[config.mk]
export PLATFORM = sky130hd
export DESIGN_NAME = multilevel_feedback_thread_scheduler
export DESIGN_NICKNAME = d
export VERILOG_FILES = /design/src/rtl/core/mlfq_pkg.sv /design/src/rtl/core/mlfq_ram.sv /design/src/rtl/core/mlfq_ctrl.sv /design/src/rtl/core/mlfq_dp.sv /design/src/rtl/core/multilevel_feedback_thread_scheduler.sv
export VERILOG_INCLUDE_DIRS = /design/src /design/src/rtl/core
export SDC_FILE = /design/constraint.sdc
export NUM_CORES = 1
export LEC_CHECK = 0
export ABC_AREA = 1
export ABC_CLOCK_PERIOD_IN_PS = 4300
export BUFFER_PORTS_ARGS = -buffer_cell sky130_fd_sc_hd__clkbuf_2
export CAP_MARGIN = 20
export CORE_AREA = 2 2 220 222
export DETAILED_ROUTE_END_ITERATION = 7
export DIE_AREA = 0 0 222 224
export PLACE_DENSITY_LB_ADDON = 0.15
export SLEW_MARGIN = 20
export SYNTH_ARGS = -nofsm -noshare
export SYNTH_HDL_FRONTEND = slang
export SYNTH_HIERARCHICAL = 1
export SYNTH_SLANG_ARGS = --single-unit
[constraint.sdc]
create_clock -name clk -period 4.3 [get_ports clk]
set_input_delay 0.215 -clock clk [delete_from_list [all_inputs] [get_ports clk]]
set_output_delay 0.215 -clock clk [all_outputs]
set_load 0.05 [all_outputs]
[src/rtl/core/multilevel_feedback_thread_scheduler_macros.svh]
// Assertion macros shared by the scheduler RTL.
`ifndef MULTILEVEL_FEEDBACK_THREAD_SCHEDULER_MACROS_SVH
`define MULTILEVEL_FEEDBACK_THREAD_SCHEDULER_MACROS_SVH

`ifndef NO_ASSERTIONS

// Same-cycle implication, disabled during reset.
`define MLFQ_ASSERT_IMP(label, clk, rst_n, ante, cons) \
  label: assert property (@(posedge clk) disable iff (!rst_n) (ante) |-> (cons)) \
    else $error("scheduler assertion failed");

// Next-cycle implication, disabled during reset.
`define MLFQ_ASSERT_NXT(label, clk, rst_n, ante, cons) \
  label: assert property (@(posedge clk) disable iff (!rst_n) (ante) |=> (cons)) \
    else $error("scheduler assertion failed");

`else

`define MLFQ_ASSERT_IMP(label, clk, rst_n, ante, cons)
`define MLFQ_ASSERT_NXT(label, clk, rst_n, ante, cons)

`endif

`endif

[src/rtl/core/mlfq_pkg.sv]
// Shared constants, types and helper functions of the feedback queue scheduler.
`default_nettype none
package mlfq_pkg;

  localparam int LEVELS  = 3;
  localparam int THREADS = 16;

  localparam int TID_W   = 4;
  localparam int LVL_W   = (LEVELS > 1) ? $clog2(LEVELS) : 1;
  localparam int PTR_W   = $clog2(THREADS);
  localparam int CNT_W   = $clog2(THREADS + 1);
  localparam int THR_AW  = $clog2(THREADS);
  localparam int SLOT_AW = $clog2(LEVELS * THREADS);

  typedef logic [TID_W-1:0]   tid_t;
  typedef logic [LVL_W-1:0]   lvl_t;
  typedef logic [PTR_W-1:0]   ptr_t;
  typedef logic [CNT_W-1:0]   cnt_t;
  typedef logic [THR_AW-1:0]  thr_addr_t;
  typedef logic [SLOT_AW-1:0] slot_addr_t;

  localparam logic [2:0] ACT_CREATE = 3'd0;
  localparam logic [2:0] ACT_TICK   = 3'd1;
  localparam logic [2:0] ACT_YIELD  = 3'd2;
  localparam logic [2:0] ACT_EXIT   = 3'd3;
  localparam logic [2:0] ACT_BLOCK  = 3'd4;
  localparam logic [2:0] ACT_WAKE   = 3'd5;

  // Commands from the controller to the datapath.
  typedef struct packed {
    logic accept;
    logic push;
    logic deq;
    logic load_run;
    logic strobe;
  } cmd_t;

  // Status from the datapath to the controller.
  typedef struct packed {
    logic need_dispatch;
  } sts_t;

  function automatic slot_addr_t slot_addr(input lvl_t lvl, input ptr_t ptr);
    slot_addr_t a;
    a = SLOT_AW'(lvl) * SLOT_AW'(THREADS) + SLOT_AW'(ptr);
    return a;
  endfunction

  function automatic ptr_t ptr_inc(input ptr_t p);
    ptr_t n;
    n = (p == PTR_W'(THREADS - 1)) ? '0 : p + 1'b1;
    return n;
  endfunction

endpackage
`default_nettype wire

[src/rtl/core/mlfq_ram.sv]
// Generic single-write, single-read RAM with registered read data.
`default_nettype none
module mlfq_ram #(
  parameter int WIDTH = 4,
  parameter int DEPTH = 16
) (
  input  wire logic                     clk,
  input  wire logic                     we,
  input  wire logic [$clog2(DEPTH)-1:0] waddr,
  input  wire logic [WIDTH-1:0]         wdata,
  input  wire logic [$clog2(DEPTH)-1:0] raddr,
  output logic      [WIDTH-1:0]         rdata
);

  logic [WIDTH-1:0] mem [DEPTH];

  always_ff @(posedge clk) begin
    if (we) begin
      mem[waddr] <= wdata;
    end
    rdata <= mem[raddr];
  end

endmodule
`default_nettype wire

[src/rtl/core/mlfq_ctrl.sv]
// Controller state machine sequencing one scheduling event at a time.
`default_nettype none
module mlfq_ctrl
  import mlfq_pkg::*;
(
  input  wire logic clk,
  input  wire logic rst_n,
  input  wire logic start,
  input  wire sts_t sts,
  output logic      busy,
  output cmd_t      cmd
);

  localparam logic [2:0] S_IDLE   = 3'd0;
  localparam logic [2:0] S_PUSH   = 3'd1;
  localparam logic [2:0] S_DEQ    = 3'd2;
  localparam logic [2:0] S_LOAD   = 3'd3;
  localparam logic [2:0] S_LVLRD  = 3'd4;
  localparam logic [2:0] S_OUT    = 3'd5;

  logic [2:0] state_r;
  logic [2:0] state_nxt;

  always_comb begin
    state_nxt = state_r;
    case (state_r)
      S_IDLE:  if (start) state_nxt = S_PUSH;
      S_PUSH:  state_nxt = sts.need_dispatch ? S_DEQ : S_LVLRD;
      S_DEQ:   state_nxt = S_LOAD;
      S_LOAD:  state_nxt = S_LVLRD;
      S_LVLRD: state_nxt = S_OUT;
      S_OUT:   state_nxt = S_IDLE;
      default: state_nxt = S_IDLE;
    endcase
  end

  always_ff @(posedge clk) begin
    if (!rst_n) begin
      state_r <= S_IDLE;
    end else begin
      state_r <= state_nxt;
    end
  end

  assign busy         = (state_r != S_IDLE);
  assign cmd.accept   = (state_r == S_IDLE) && start;
  assign cmd.push     = (state_r == S_PUSH);
  assign cmd.deq      = (state_r == S_DEQ);
  assign cmd.load_run = (state_r == S_LOAD);
  assign cmd.strobe   = (state_r == S_OUT);

endmodule
`default_nettype wire

[src/rtl/core/mlfq_dp.sv]
// Datapath: level queues, per-thread levels and the running thread.
`default_nettype none
module mlfq_dp
  import mlfq_pkg::*;
(
  input  wire logic       clk,
  input  wire logic       rst_n,
  input  wire cmd_t       cmd,
  input  wire logic [2:0] in_action,
  input  wire tid_t       in_thread_id,
  output sts_t            sts,
  output logic            running_valid,
  output tid_t            running_thread,
  output logic [1:0]      running_level,
  output logic            status
);

  logic [2:0] act_r, act_nxt;
  tid_t       tid_r, tid_nxt;
  ptr_t       heads_r [LEVELS];
  ptr_t       heads_nxt [LEVELS];
  ptr_t       tails_r [LEVELS];
  ptr_t       tails_nxt [LEVELS];
  cnt_t       counts_r [LEVELS];
  cnt_t       counts_nxt [LEVELS];
  tid_t       run_id_r, run_id_nxt;
  logic       run_flag_r, run_flag_nxt;
  logic       status_r, status_nxt;
  logic       hit_r, hit_nxt;

  // Queue slot RAM and thread level RAM ports.
  logic       rq_we;
  slot_addr_t rq_waddr, rq_raddr;
  tid_t       rq_wdata, rq_rdata;
  logic       lv_we;
  thr_addr_t  lv_waddr, lv_raddr;
  lvl_t       lv_wdata, lv_rdata;

  logic tid_ok;
  logic push_en;
  tid_t push_tid;
  lvl_t tgt;
  lvl_t lvl_clamped;
  logic deq_any;
  lvl_t deq_lvl;

  mlfq_ram #(.WIDTH(TID_W), .DEPTH(LEVELS * THREADS)) u_ready_ram (
    .clk   (clk),
    .we    (rq_we),
    .waddr (rq_waddr),
    .wdata (rq_wdata),
    .raddr (rq_raddr),
    .rdata (rq_rdata)
  );

  mlfq_ram #(.WIDTH(LVL_W), .DEPTH(THREADS)) u_level_ram (
    .clk   (clk),
    .we    (lv_we),
    .waddr (lv_waddr),
    .wdata (lv_wdata),
    .raddr (lv_raddr),
    .rdata (lv_rdata)
  );

  always_comb begin
    case (act_r) inside
      ACT_TICK, ACT_YIELD, ACT_EXIT, ACT_BLOCK: sts.need_dispatch = 1'b1;
      default:                                  sts.need_dispatch = 1'b0;
    endcase
  end

  assign tid_ok = (int'(tid_r) < THREADS);

  // The level read issued at accept is consumed in the push cycle; the read
  // of the running thread's level is consumed when the result is shown.
  assign lv_raddr = (cmd.accept && (in_action == ACT_WAKE)) ? THR_AW'(in_thread_id)
                                                            : THR_AW'(run_id_r);

  always_comb begin
    lvl_clamped = (int'(lv_rdata) >= LEVELS) ? LVL_W'(LEVELS - 1) : lv_rdata;
    tgt      = '0;
    push_en  = 1'b0;
    push_tid = run_id_r;
    case (act_r)
      ACT_CREATE: begin
        tgt      = '0;
        push_en  = tid_ok;
        push_tid = tid_r;
      end
      ACT_WAKE: begin
        tgt      = lvl_clamped;
        push_en  = tid_ok;
        push_tid = tid_r;
      end
      ACT_TICK: begin
        tgt     = (int'(lv_rdata) + 1 < LEVELS) ? lv_rdata + 1'b1 : LVL_W'(LEVELS - 1);
        push_en = run_flag_r;
      end
      ACT_YIELD: begin
        tgt     = lvl_clamped;
        push_en = run_flag_r;
      end
      default: begin
        tgt     = '0;
        push_en = 1'b0;
      end
    endcase
  end

  // Lowest-numbered non-empty level wins.
  always_comb begin
    deq_any = 1'b0;
    deq_lvl = '0;
    for (int i = LEVELS - 1; i >= 0; i--) begin
      if (counts_r[i] != '0) begin
        deq_any = 1'b1;
        deq_lvl = LVL_W'(i);
      end
    end
  end

  assign rq_raddr = slot_addr(deq_lvl, heads_r[deq_lvl]);
  assign rq_waddr = slot_addr(tgt, tails_r[tgt]);
  assign rq_wdata = push_tid;

  always_comb begin
    act_nxt      = act_r;
    tid_nxt      = tid_r;
    heads_nxt    = heads_r;
    tails_nxt    = tails_r;
    counts_nxt   = counts_r;
    run_id_nxt   = run_id_r;
    run_flag_nxt = run_flag_r;
    status_nxt   = status_r;
    hit_nxt      = hit_r;
    rq_we        = 1'b0;
    lv_we        = 1'b0;
    lv_waddr     = THR_AW'(tid_r);
    lv_wdata     = '0;

    if (cmd.accept) begin
      act_nxt    = in_action;
      tid_nxt    = in_thread_id;
      status_nxt = 1'b0;
    end

    if (cmd.push) begin
      if (push_en) begin
        if (counts_r[tgt] == CNT_W'(THREADS)) begin
          status_nxt = 1'b1;
        end else begin
          rq_we           = 1'b1;
          tails_nxt[tgt]  = ptr_inc(tails_r[tgt]);
          counts_nxt[tgt] = counts_r[tgt] + 1'b1;
        end
      end
      // The stored level changes even when the target queue is full.
      if ((act_r == ACT_CREATE) && tid_ok) begin
        lv_we    = 1'b1;
        lv_waddr = THR_AW'(tid_r);
        lv_wdata = '0;
      end else if ((act_r == ACT_TICK) && run_flag_r) begin
        lv_we    = 1'b1;
        lv_waddr = THR_AW'(run_id_r);
        lv_wdata = tgt;
      end
    end

    if (cmd.deq) begin
      hit_nxt = deq_any;
      if (deq_any) begin
        heads_nxt[deq_lvl]  = ptr_inc(heads_r[deq_lvl]);
        counts_nxt[deq_lvl] = counts_r[deq_lvl] - 1'b1;
        run_flag_nxt        = 1'b1;
      end else begin
        run_flag_nxt = 1'b0;
        run_id_nxt   = '0;
      end
    end

    if (cmd.load_run && hit_r) begin
      run_id_nxt = rq_rdata;
    end
  end

  always_ff @(posedge clk) begin
    if (!rst_n) begin
      for (int i = 0; i < LEVELS; i++) begin
        heads_r[i]  <= '0;
        tails_r[i]  <= '0;
        counts_r[i] <= '0;
      end
      run_id_r   <= '0;
      run_flag_r <= 1'b0;
      hit_r      <= 1'b0;
    end else begin
      heads_r    <= heads_nxt;
      tails_r    <= tails_nxt;
      counts_r   <= counts_nxt;
      run_id_r   <= run_id_nxt;
      run_flag_r <= run_flag_nxt;
      hit_r      <= hit_nxt;
    end
  end

  always_ff @(posedge clk) begin
    act_r    <= act_nxt;
    tid_r    <= tid_nxt;
    status_r <= status_nxt;
  end

  assign running_valid  = run_flag_r;
  assign running_thread = run_flag_r ? run_id_r : '0;
  assign running_level  = run_flag_r ? 2'(lv_rdata) : 2'd0;
  assign status         = status_r;

endmodule
`default_nettype wire

[src/rtl/core/multilevel_feedback_thread_scheduler.sv]
// Top level of the multilevel feedback queue thread scheduler.
//
// Usage: raise start with in_action and in_thread_id; the event is taken at
// the rising edge where start is high and busy is low. busy then stays high
// until the result beat has been shown.
// Each event yields exactly one result beat: out_valid is high for one cycle
// with out_running_valid, out_running_thread, out_running_level and
// out_status. The receiver cannot stall, so the beat must be taken then.
// From accept to the result beat, create, wake and unused action codes pass
// the push, level read and output states; tick, yield, exit and block add
// the dequeue and load states after the push. The next event can be taken
// in the cycle after the beat. The steps follow the registered reads of the
// level and queue slot RAMs: one read of the stored level, one queue push,
// one dequeue read and one read of the running thread's level for output.
// Synchronous reset (rst_n low) empties every level queue and leaves the
// block idle; the slot and level RAMs are not cleared and need no sweep.
`default_nettype none
`include "multilevel_feedback_thread_scheduler_macros.svh"
module multilevel_feedback_thread_scheduler
  import mlfq_pkg::*;
(
  input  wire logic       clk,
  input  wire logic       rst_n,
  input  wire logic       start,
  output logic            busy,
  input  wire logic [2:0] in_action,
  input  wire logic [3:0] in_thread_id,
  output logic            out_valid,
  output logic            out_running_valid,
  output logic [3:0]      out_running_thread,
  output logic [1:0]      out_running_level,
  output logic            out_status
);

  cmd_t cmd;
  sts_t sts;

  mlfq_ctrl u_ctrl (
    .clk   (clk),
    .rst_n (rst_n),
    .start (start),
    .sts   (sts),
    .busy  (busy),
    .cmd   (cmd)
  );

  mlfq_dp u_dp (
    .clk            (clk),
    .rst_n          (rst_n),
    .cmd            (cmd),
    .in_action      (in_action),
    .in_thread_id   (in_thread_id),
    .sts            (sts),
    .running_valid  (out_running_valid),
    .running_thread (out_running_thread),
    .running_level  (out_running_level),
    .status         (out_status)
  );

  assign out_valid = cmd.strobe;

  `MLFQ_ASSERT_NXT(a_accept_busy, clk, rst_n, start && !busy, busy && !out_valid)
  `MLFQ_ASSERT_NXT(a_single_beat, clk, rst_n, out_valid, !out_valid && !busy)
  `MLFQ_ASSERT_IMP(a_beat_busy, clk, rst_n, out_valid, busy)
  `MLFQ_ASSERT_IMP(a_idle_zero, clk, rst_n, !out_running_valid, ~|{out_running_thread, out_running_level})

endmodule
`default_nettype wire
# Yosys cells after proc, flatten, opt, wreduce, memory -nomap -nowiden
# Memories as Yosys holds them, arrays and structs flattened. A register that Yosys moved wholly into a read port is not among the register bits.
# Cells that the tools add are included.
totals:
  ff_bits: 56
  ram_bits: 224
  in_bits: 10
  output_inout_bits: 10
  elab_cells: 144
  mem_count: 2
memory_table:
  columns: ["name", "depth", "word_bits", "rd", "rd_ports_with_merged_regs", "wr", "line_no", "source"]
  rows:
  - ["u_dp.u_ready_ram.mem", 48, 4, 1, 1, 1, "mlfq_ram.sv:15", "logic [WIDTH-1:0] mem [DEPTH];"]
  - ["u_dp.u_level_ram.mem", 16, 2, 1, 1, 1, "mlfq_ram.sv:15", null]
op_classes:
  addsub: 8
  order_cmp: 6
  n_eq_ne: 16
  muxes: 73
  n_bitwise: 3
  n_reduce_logical: 20
ops:
  columns: ["cell", "count"]
  rows:
  - ["$mux W15", 5]
  - ["$mux W4", 17]
  - ["$lt A32 B3 Y1 const B", 1]
  - ["$bwmux W15", 2]
  - ["$mux W5", 6]
  - ["$bwmux W12", 2]
  - ["$bmux W5 S2", 2]
  - ["$demux W5 S2", 2]
  - ["$mux W1", 19]
  - ["$mux W2", 9]
  - ["$bmux W4 S2", 2]
  - ["$demux W4 S2", 2]
  - ["$eq A3 B3 Y1 const B", 5]
  - ["$pmux W3 S5", 1]
  - ["$reduce_bool A5 Y1", 3]
  - ["$add A6 B4 Y6", 2]
  - ["$eq A3 B2 Y1 const B", 4]
  - ["$add A4 B1 Y4 const B", 2]
  - ["$eq A4 B4 Y1 const B", 2]
  - ["$eq A3 B1 Y1 const B", 2]
  - ["$ge A3 B3 Y1 const B", 2]
  - ["$logic_and A1 B1 Y1", 6]
  - ["$logic_not A3 Y1", 2]
  - ["$lt A3 B1 Y1 const B", 2]
  - ["18 further kinds", 24]

# Depth between registers and ports, before layout
# Gate-level depths: netlist (run 1).
logic_depth:
  word_depth: 16
  ltp_mapped: 20
  ltp_nobuf: 20

# Hierarchy
# The synthesis (run 1) kept the hierarchy.
modules_own_cells:
  columns: ["module", "instances", "cells_each", "area_per_inst_um2", "seq_area_each_um2"]
  rows:
  - ["mlfq_ram at u_dp.u_ready_ram", 1, 710, 8151.6, 5845.6]
  - ["mlfq_dp", 1, 485, 3196.8, 1111.1]
  - ["mlfq_ram at u_dp.u_level_ram", 1, 159, 1531.5, 1001.0]
  - ["mlfq_ctrl", 1, 28, 186.4, 60.1]

# Worst setup path before layout (run 1)
# Ideal clock, no wire load.
synth_timing:
  path_type: "register -> register"
  startpoint: "register u_dp.act_r[0]"
  endpoint: "memory u_dp.u_ready_ram.mem[0][0] (data pin)"
  arrival_ns: 2.746
  required_time_ns: 3.722
  path_slack_ns: 0.976
  stages_incl_launch_ff: 4
  path_buffers: 0
  path_cell_list: "edfxtp_1 > o21ai_1 > nand2_1 > o21ai_0"
synth_between:
  elab_chain_len: 3
synth_rtl:
  columns: ["element", "line_no", "source"]
  rows:
  - ["start, declared", "mlfq_dp.sv:18", "logic [2:0] act_r, act_nxt;"]
  - ["start signal, assigned", "mlfq_dp.sv:207", "act_r <= act_nxt;"]
  - ["$eq A3 B3 Y1 / $logic_not A3 Y1 (equally long branches)", "mlfq_dp.sv:84", "case (act_r)"]
  - ["$reduce_or A2 Y1 (no line) (*)", null, null]
  - ["$mux W4 (*)", "mlfq_dp.sv:84", null]
  - ["via u_dp.push_tid[0]", "mlfq_dp.sv:41", "tid_t push_tid;"]
  - ["end, declared", "mlfq_ram.sv:15", null]
# The timed path passes the listed nets; every way through them passes the cells marked *.

# Worst setup path in the final report (run 1)
layout_timing:
  startpoint: "register u_dp.act_r[0]"
  endpoint: "memory u_dp.u_ready_ram.mem[32][0], enable pin"
layout_lines:
  columns: ["element", "line_no", "source"]
  rows:
  - ["$eq A3 B3 Y1 / $eq A3 B2 Y1 (equally long branches)", "mlfq_dp.sv:84", null]
  - ["$reduce_or A2 Y1 (no line)", null, null]
  - ["$pmux W2 S2 (*)", "mlfq_dp.sv:84", null]
  - ["$not A2 Y3 (implied by the code)", "mlfq_dp.sv:123", "assign rq_waddr = slot_addr(tgt, tails_r[tgt]);"]
  - ["$bmux W4 S2", "mlfq_dp.sv:123", null]
  - ["$mux W4 (implied by the code) (2 in a row)", "mlfq_dp.sv:123", null]
  - ["$add A6 B4 Y6 (*)", "mlfq_pkg.sv:45", "a = SLOT_AW'(lvl) * SLOT_AW'(THREADS) + SLOT_AW'(ptr);"]
  - ["via u_dp.rq_waddr[5]", "mlfq_dp.sv:33", "slot_addr_t rq_waddr, rq_raddr;"]
# The timed path passes the listed nets; every way through them passes the cells marked *. The select of a mux whose other input is x is not followed.

==> impl_metrics.csv, run 1 <==
group,metric,value,unit
outcome,outcome,"finished, final reports clean",
synthesis,ys_seq_area_share,61.4,%
floorplan,io_pins,20,
clocking,post_cts_resized,0,
global_route,grt.total_usage,14.4,%
clocking,clk_latency,0.58,ns
clocking,numClockSinks,285,
final_layout,drive_gt1_share,9.83,%
synthesis,syn_inst,1382,
power,p_per_area,446,mW/mm^2
synthesis,synth_top_area_share,53.1,%
synthesis,ys_async_sr_fraction,0,%
global_route,antenna_found_initial,0,
global_route,grt_start_max_net_pins,100,
power,leakagePower,5.75,nW
place,portBuffers,19,
floorplan,rows,80,
clocking,cts_made_buffers,31,
synthesis,syn_area,0.0131,mm^2
sta,post-route-min-period,3.64,ns
clocking,htree_levels,1,
clocking,clk_pin_slew,0.07,ns
drt,vias_per_cell,4.67,
drt,vias,9574,
sta,fin_crit_sh,84.6,%
sta,rsz0062_at_grt,"no",
synthesis,ys_warn_count,6,
synthesis,yosys-top-cells-count,"355 x nand2_1, 231 x edfxtp_1, 181 x nand3_1, 157 x nor2_1, 121 x inv_1",
floorplan,die_width,222,um
run,drv_cap,0,
place,dp_hpwl,23.4,mm
synthesis,synth.most_common_cell,"nand2_1",
floorplan,die-height,224,um
drt,drt-met1-wl,16.5,mm
synthesis,synth_area_leaders,"edfxtp_1 53%, nand2_1 10%, dfxtp_1 8.3%",
drt,ant_nets,0,
drt,drtPass1Iterations,5,
worst_setup_path,start_kind,"flip-flop",
synthesis,yosys.area.top_type,"edfxtp_1",
floorplan,start_util,27.6,%
final_layout,fin_nets,1425,
synthesis,synth_edf_count,231,
clocking,clockRootBuffer,"clkbuf_16",
sta,hold_viol,0,
floorplan,dieArea,0.0497,mm^2
drt,route.met2.wl,16.8,mm
final_layout,fill_cells,4886,
sta,tns,0,ns
drt,drc,0,
clocking,cts_tree,"built",
sta,max_freq,0.275,GHz
worst_setup_path,arrival,3.88,ns
final_layout,seqCellArea,0.00802,mm^2
drt,drt-total-wl,35.6,mm
synthesis,ys_ff_latch,285,
global_route,grt_pass1_wl,55.6,mm
drt,drt-initial-drc-count,672,
drt,highest_layer,"met4",
drt,wl_per_cell,17.4,um
sta,maxSlewHeadroom,46.2,%
synthesis,syn-num-nets,1397,
sta,setup_viol,0,
sta,slew_viol_final,0,
final_layout,instances_no_fill,2050,
sta,finClkSkew,0.0152,ns
synthesis,synth_area_per_cell,9.45,um^2
global_route,overflow,0,
floorplan,design.core.area,0.0473,mm^2
worst_setup_path,cp_max_fo,14,
drt,wl_met3,1.53,mm
synthesis,ys_types,42,
final_layout,syn2layout_area_growth,15.8,%
hold_path,hold_class,"in -> reg",
clocking,cts_max_path_buffers,3,
worst_setup_path,end_kind,"flip-flop",
worst_setup_path,critPathKind,"reg -> reg",
final_layout,diodes,0,
synthesis,synth_flop_cell,"edfxtp_1",
place,dp_cells,1984,
final_layout,multiInputGateArea,0.00426,mm^2
global_route,grt_pass1_vias,9528,
worst_setup_path,worst_ep_required_time,4.54,ns
power,ir_worst_vdd,0.346,mV
place,place_congestion,0.806,
sta,tightestPinTransition,0.804,ns
-- layout make-up --
| class | count | share of cell area [%] |
|---|---|---|
| Clock buffer | 37 | 5.48 |
| Clock inverter | 21 | 2.38 |
| Inverter | 134 | 3.39 |
| Multi-Input combinational cell | 907 | 28.1 |
| Sequential cell | 285 | 53.0 |
| Tap cell | 615 | 5.09 |
| Timing Repair Buffer | 51 | 2.51 |
-- critical path, stage by stage (launching register included) --
cell,delay (ns)
edfxtp_1,0.46
inv_2,0.10
nand2_1,0.07
o21ai_1,0.21
nand2_4,0.17
inv_6,0.16
nand2_1,0.07
nand3_1,0.18
inv_1,0.09
ha_1,0.18
nand2_1,0.08
inv_2,0.06
nand2_8,0.09
nand2_4,0.09
inv_1,0.33
nand4_1,0.50
nor2_1,0.46
-- final timing paths --
path | end | startpoint | slack, ns | cells after the start
hold reg to reg | u_dp/tails_r[1]$_SDFFE_PN0P_ | u_dp/tails_r[1]$_SDFFE_PN0P_ | 0.46 | 2
setup / recovery | u_dp/u_ready_ram/mem[32][0]$_DFFE_PP_ | u_dp/act_r[0]$_DFFE_PP_ | 0.66 | 16
setup reg to reg | u_dp/u_ready_ram/mem[32][0]$_DFFE_PP_ | u_dp/act_r[0]$_DFFE_PP_ | 0.66 | 16
hold / removal | u_dp/counts_r[5]$_SDFF_PN0_ | rst_n | 0.33 | 3
-- cell families (layout without fill, tap and decap cells) --
kind of cell | Yosys count | count (layout) | share of synthesized area, %
mux | 3 | 3 | 0.259
simple gates | 740 | 740 | 24.4
compound gates | 156 | 156 | 6.66
xor+xnor | 3 | 3 | 0.201
buf+inv | 190 | 243 | 6.64
fa+ha+maj | 5 | 5 | 0.479
flops | 285 | 285 | 61.4
-- per-stage QoR --
stage / area [um^2] / utilization [%] / hold slack [ns] / power, mW / worst slack, ns
after floorplan: 13100 / - / 0.314 / 3.52 / 0.976
after global placement: 13900 / 29.3 / 0.410 / 3.74 / 0.722
after detailed placement: 13900 / 29.3 / 0.412 / 3.73 / 0.650
after CTS: 15100 / 31.9 / 0.329 / 6.86 / 0.630
after global routing: 15100 / 31.9 / 0.362 / 7.02 / 0.326
final: 15100 / 31.9 / 0.326 / 6.75 / 0.662
-- sequential cells by signal, indices dropped and copies added (netlist names) --
name	cells
u_dp/heads_r	12
u_dp/running_valid	1
u_dp/u_ready_ram/mem	192
u_ctrl/state_r	3
u_dp/tails_r	12
u_dp/counts_r	15
u_dp/run_id_r	4
u_dp/u_level_ram/rdata	2
u_dp/tid_r	4
u_dp/status	1
u_dp/act_r	3
u_dp/u_level_ram/mem	32
u_dp/u_ready_ram/rdata	4
-- repair_timing --
| action | in CTS | in global routing |
|---|---|---|
| endpoints found under the hold margin | 8 | 0 |
| hold buffers | 8 | 0 |
| setup buffers | 0 | 0 |
-- report_power, final --
| group | switching (mW) | total (mW) | internal, mW | leakage (nW) |
|---|---|---|---|---|
| Clock | 1.12 | 3.08 | 1.97 | 0.586 |
| Combinational | 0.442 | 0.590 | 0.147 | 2.68 |
| Sequential | 0.0228 | 3.08 | 3.06 | 2.49 |
-- layout by cell type, fill, tap and decap left out, drive strengths merged --
| master | instances |
|---|---|
| buf | 24 |
| mux2 | 3 |
| clkinv | 11 |
| xor2 | 3 |
| dfxtp | 54 |
| o21bai | 4 |
| ha | 5 |
| a21oi | 40 |
| a31o | 1 |
| nand3 | 187 |
| dlygate4sd3 | 8 |
| inv | 133 |
| o211ai | 20 |
| nor3 | 14 |
| edfxtp | 231 |
| nand4 | 10 |
| bufinv | 10 |
| o32ai | 1 |
| nand3b | 3 |
| clkinvlp | 1 |
| nor4 | 1 |
| nand2 | 361 |
| a211oi | 1 |
| o21ai | 85 |
| nor2 | 164 |
| o221ai | 2 |
| clkbuf | 56 |
| a31oi | 2 |
-- layer usage --
metal / vias to the layer above / track usage, %
li1: 4723 / -
met2: 174 / 24.5
met1: 4623 / 19.3
met4: 0 / 3.99
met3: 54 / 1.92
met5: - / 0
No activity file was read; power rests on OpenSTA's default activity.
==> run 2: changes to the inputs <==
Settings changed: ABC_AREA 1 to 0, ABC_CLOCK_PERIOD_IN_PS 4300 to 3550, CORE_AREA 2 2 220 222 to 2 2 217 219, DIE_AREA 0 0 222 224 to 0 0 219 221.
Clock period 4.3 ns to 3.55 ns, I/O delays scaled along.
==> run 2 against run 1 <==
  * Register-to-register slack worse by 0.48 ns
  * Clock power grew 14%
  * Utilization grew 2.0 points
  * Critical path type unchanged
  * Non-clock buffer count is 94 higher
  * Count of clock-buffer cells in the layout increased by 6
  * Combinational power fell by 4.9%
==> impl_metrics.csv, run 2 <==
group,metric,value,unit
drt,drtPass1Iterations,4,
floorplan,die_width,219,um
floorplan,io_pins,20,
floorplan,rows,79,
synthesis,syn_area,0.0128,mm^2
drt,route.met2.wl,15.7,mm
power,p_per_area,496,mW/mm^2
worst_setup_path,start_kind,"flip-flop",
worst_setup_path,crit_top_cell,"buf_4",
clocking,cts_tree,"built",
synthesis,syn_inst,917,
synthesis,ys_async_sr_fraction,0,%
drt,vias,7989,
final_layout,largest-register,"u_dp/u_ready_ram/mem",
drt,highest_layer,"met4",
drt,ant_nets,0,
drt,drt-total-wl,33.2,mm
final_layout,seqCellArea,0.00802,mm^2
worst_setup_path,critPathKind,"reg -> reg",
synthesis,yosys.area.top_type,"edfxtp_1",
clocking,clockRootBuffer,"clkbuf_16",
global_route,grt_pass1_wl,51.2,mm
floorplan,dieArea,0.0484,mm^2
global_route,grt.total_usage,14.0,%
sta,rsz0062_at_grt,"no",
final_layout,diodes,0,
synthesis,synth_top_area_share,54.3,%
synthesis,syn-num-nets,932,
drt,drt-met1-wl,15.5,mm
synthesis,ys_types,80,
drt,wl_met3,1.40,mm
clocking,cts_made_buffers,35,
drt,wl_per_cell,19.8,um
power,finalPower,7.76,mW
final_layout,drive_gt1_share,24.5,%
global_route,grt_start_max_net_pins,53,
sta,post-route-min-period,3.36,ns
floorplan,start_util,27.7,%
run,drv_cap,0,
clocking,numClockSinks,285,
final_layout,final_cell_mix,"231 x edfxtp_1, 112 x buf_4, 86 x mux2i_1",
synthesis,synth_area_leaders,"edfxtp_1 54%, dfxtp_1 8.5%, mux2i_1 6.7%",
worst_setup_path,max_stage_delay,0.53,ns
floorplan,die-height,221,um
hold_path,hold_class,"in -> reg",
outcome,outcome,"finished, final reports clean",
drt,drc,0,
sta,maxSlewHeadroom,51.6,%
final_layout,largest_reg_flops,192,
power,leakagePower,5.09,nW
clocking,clk_latency,0.55,ns
global_route,antenna_found_initial,0,
place,dp_hpwl,22.9,mm
sta,slew_viol_final,0,
worst_setup_path,end_kind,"flip-flop",
synthesis,ys_ff_latch,285,
sta,fin_crit_sh,94.8,%
synthesis,yosys-top-cells-count,"231 x edfxtp_1, 86 x mux2i_1, 78 x nor2_1, 54 x dfxtp_1, 53 x nand2_1",
final_layout,fill_cells,4599,
global_route,overflow,0,
synthesis,synth_edf_count,231,
synthesis,synth.most_common_cell,"edfxtp_1",
clocking,clk_pin_slew,0.06,ns
sta,setup_viol,0,
place,place_congestion,0.787,
synthesis,ys_warn_count,6,
floorplan,design.core.area,0.0461,mm^2
final_layout,fin_nets,1062,
worst_setup_path,cp_max_fo,30,
drt,drt-initial-drc-count,417,
sta,finClkSkew,0.0222,ns
place,portBuffers,19,
sta,max_freq,0.297,GHz
place,place_ws,-0.133,ns
worst_setup_path,crit_buf_inv,4,
final_layout,top_regs,"u_dp/u_ready_ram/mem x192, u_dp/u_level_ram/mem x32, u_dp/counts_r x15",
final_layout,final_common_cell,"edfxtp_1",
power,ir_worst_vdd,0.343,mV
clocking,htree_levels,2,
worst_setup_path,slowest_stage,"mux4_2",
sta,tightestPinTransition,0.721,ns
global_route,grt_pass1_vias,8233,
worst_setup_path,cp_cell_sequence,"nor4_1 > buf_4 > nand2b_1 > a21oi_1 > buf_4 > a2bb2oi_4 > buf_12 > buf_4 > mux4_2 > mux4_2 > nand2_1 > o41ai_2",
sta,fin_ws,0.186,ns
synthesis,ys_seq_area_share,62.8,%
synthesis,synth_flop_cell,"edfxtp_1",
synthesis,synth_area_per_cell,13.9,um^2
final_layout,multiInputGateArea,0.00456,mm^2
worst_setup_path,worst_ep_required_time,3.98,ns
final_layout,syn2layout_area_growth,22.5,%
worst_setup_path,arrival,3.79,ns
clocking,cts_max_path_buffers,3,
drt,vias_per_cell,4.76,
sta,hold_viol,0,
worst_setup_path,crit_family,"multiplexers",
==> run 2: worst paths after layout <==
check / cells after the start / slack (ns) / startpoint / endpoint
max reg2reg: 12 / 0.19 / u_dp/counts_r[10]$_SDFF_PN0_ / u_dp/u_ready_ram/rdata[2]$_DFF_P_
min: 3 / 0.14 / rst_n / u_dp/counts_r[6]$_SDFF_PN0_
max: 12 / 0.19 / u_dp/counts_r[10]$_SDFF_PN0_ / u_dp/u_ready_ram/rdata[2]$_DFF_P_
min reg2reg: 2 / 0.45 / u_dp/heads_r[4]$_SDFFE_PN0P_ / u_dp/heads_r[4]$_SDFFE_PN0P_
==> run 2: routing by layer <==
metal,global-route usage (%),up-vias
li1,-,3815
met5,0,-
met4,3.68,0
met3,2.86,50
met1,19.2,3985
met2,22.3,139
==> run 2: logic make-up (layout without fill, tap and decap cells) <==
logic type	after synthesis	in the layout	synth area share, %
flops	285	285	62.8
buf+inv	72	226	2.98
simple gates	262	262	10.9
fa+ha+maj	5	5	0.490
mux	126	126	13.0
compound gates	157	157	9.17
xor+xnor	10	10	0.686
==> run 2: repair_timing <==
item                       in CTS  in global routing
resized for setup               6                 28
setup buffers                   0                  3
pin swaps                       1                  3
hold endpoints to repair        8                  0
hold buffers                    8                  0
setup endpoints to repair      52                170
==> run 2: cell type report <==
| type | instances | share of cell area (%) |
|---|---|---|
| Inverter | 20 | 0.480 |
| Tap cell | 607 | 4.85 |
| Multi-Input combinational cell | 560 | 29.1 |
| Clock buffer | 43 | 6.12 |
| Timing Repair Buffer | 145 | 7.12 |
| Clock inverter | 18 | 1.10 |
| Sequential cell | 285 | 51.2 |
==> run 2: per-stage QoR <==
step	cell area [um^2]	util [%]	std cells	setup TNS (ns)	hold WS [ns]
global placement	14300	31.0	1606	-0.557	0.373
CTS	15500	33.7	1675	-0.322	0.132
finish	15700	34.0	1678	0	0.142
global route	15700	34.0	1678	0	0.184
floorplan	12800	-	917	0	0.276
detailed placement	14300	31.0	1606	-2.34	0.373
==> run 2: where the power goes <==
part           switching (mW)  total [mW]  internal (mW)
clock network            1.38        3.51           2.13
logic                   0.335       0.561          0.225
registers              0.0354        3.69           3.66
total                    1.75        7.76           6.01
==> run 2: worst register-to-register path: cells and delay by family, from the launching register on <==
family	cells	cell delay [ns]
buffers and inverters	4	0.87
DFF	1	0.33
and+or+nand+nor	3	0.60
AOI/OAI and AO/OA	3	0.41
muxes	2	1.04
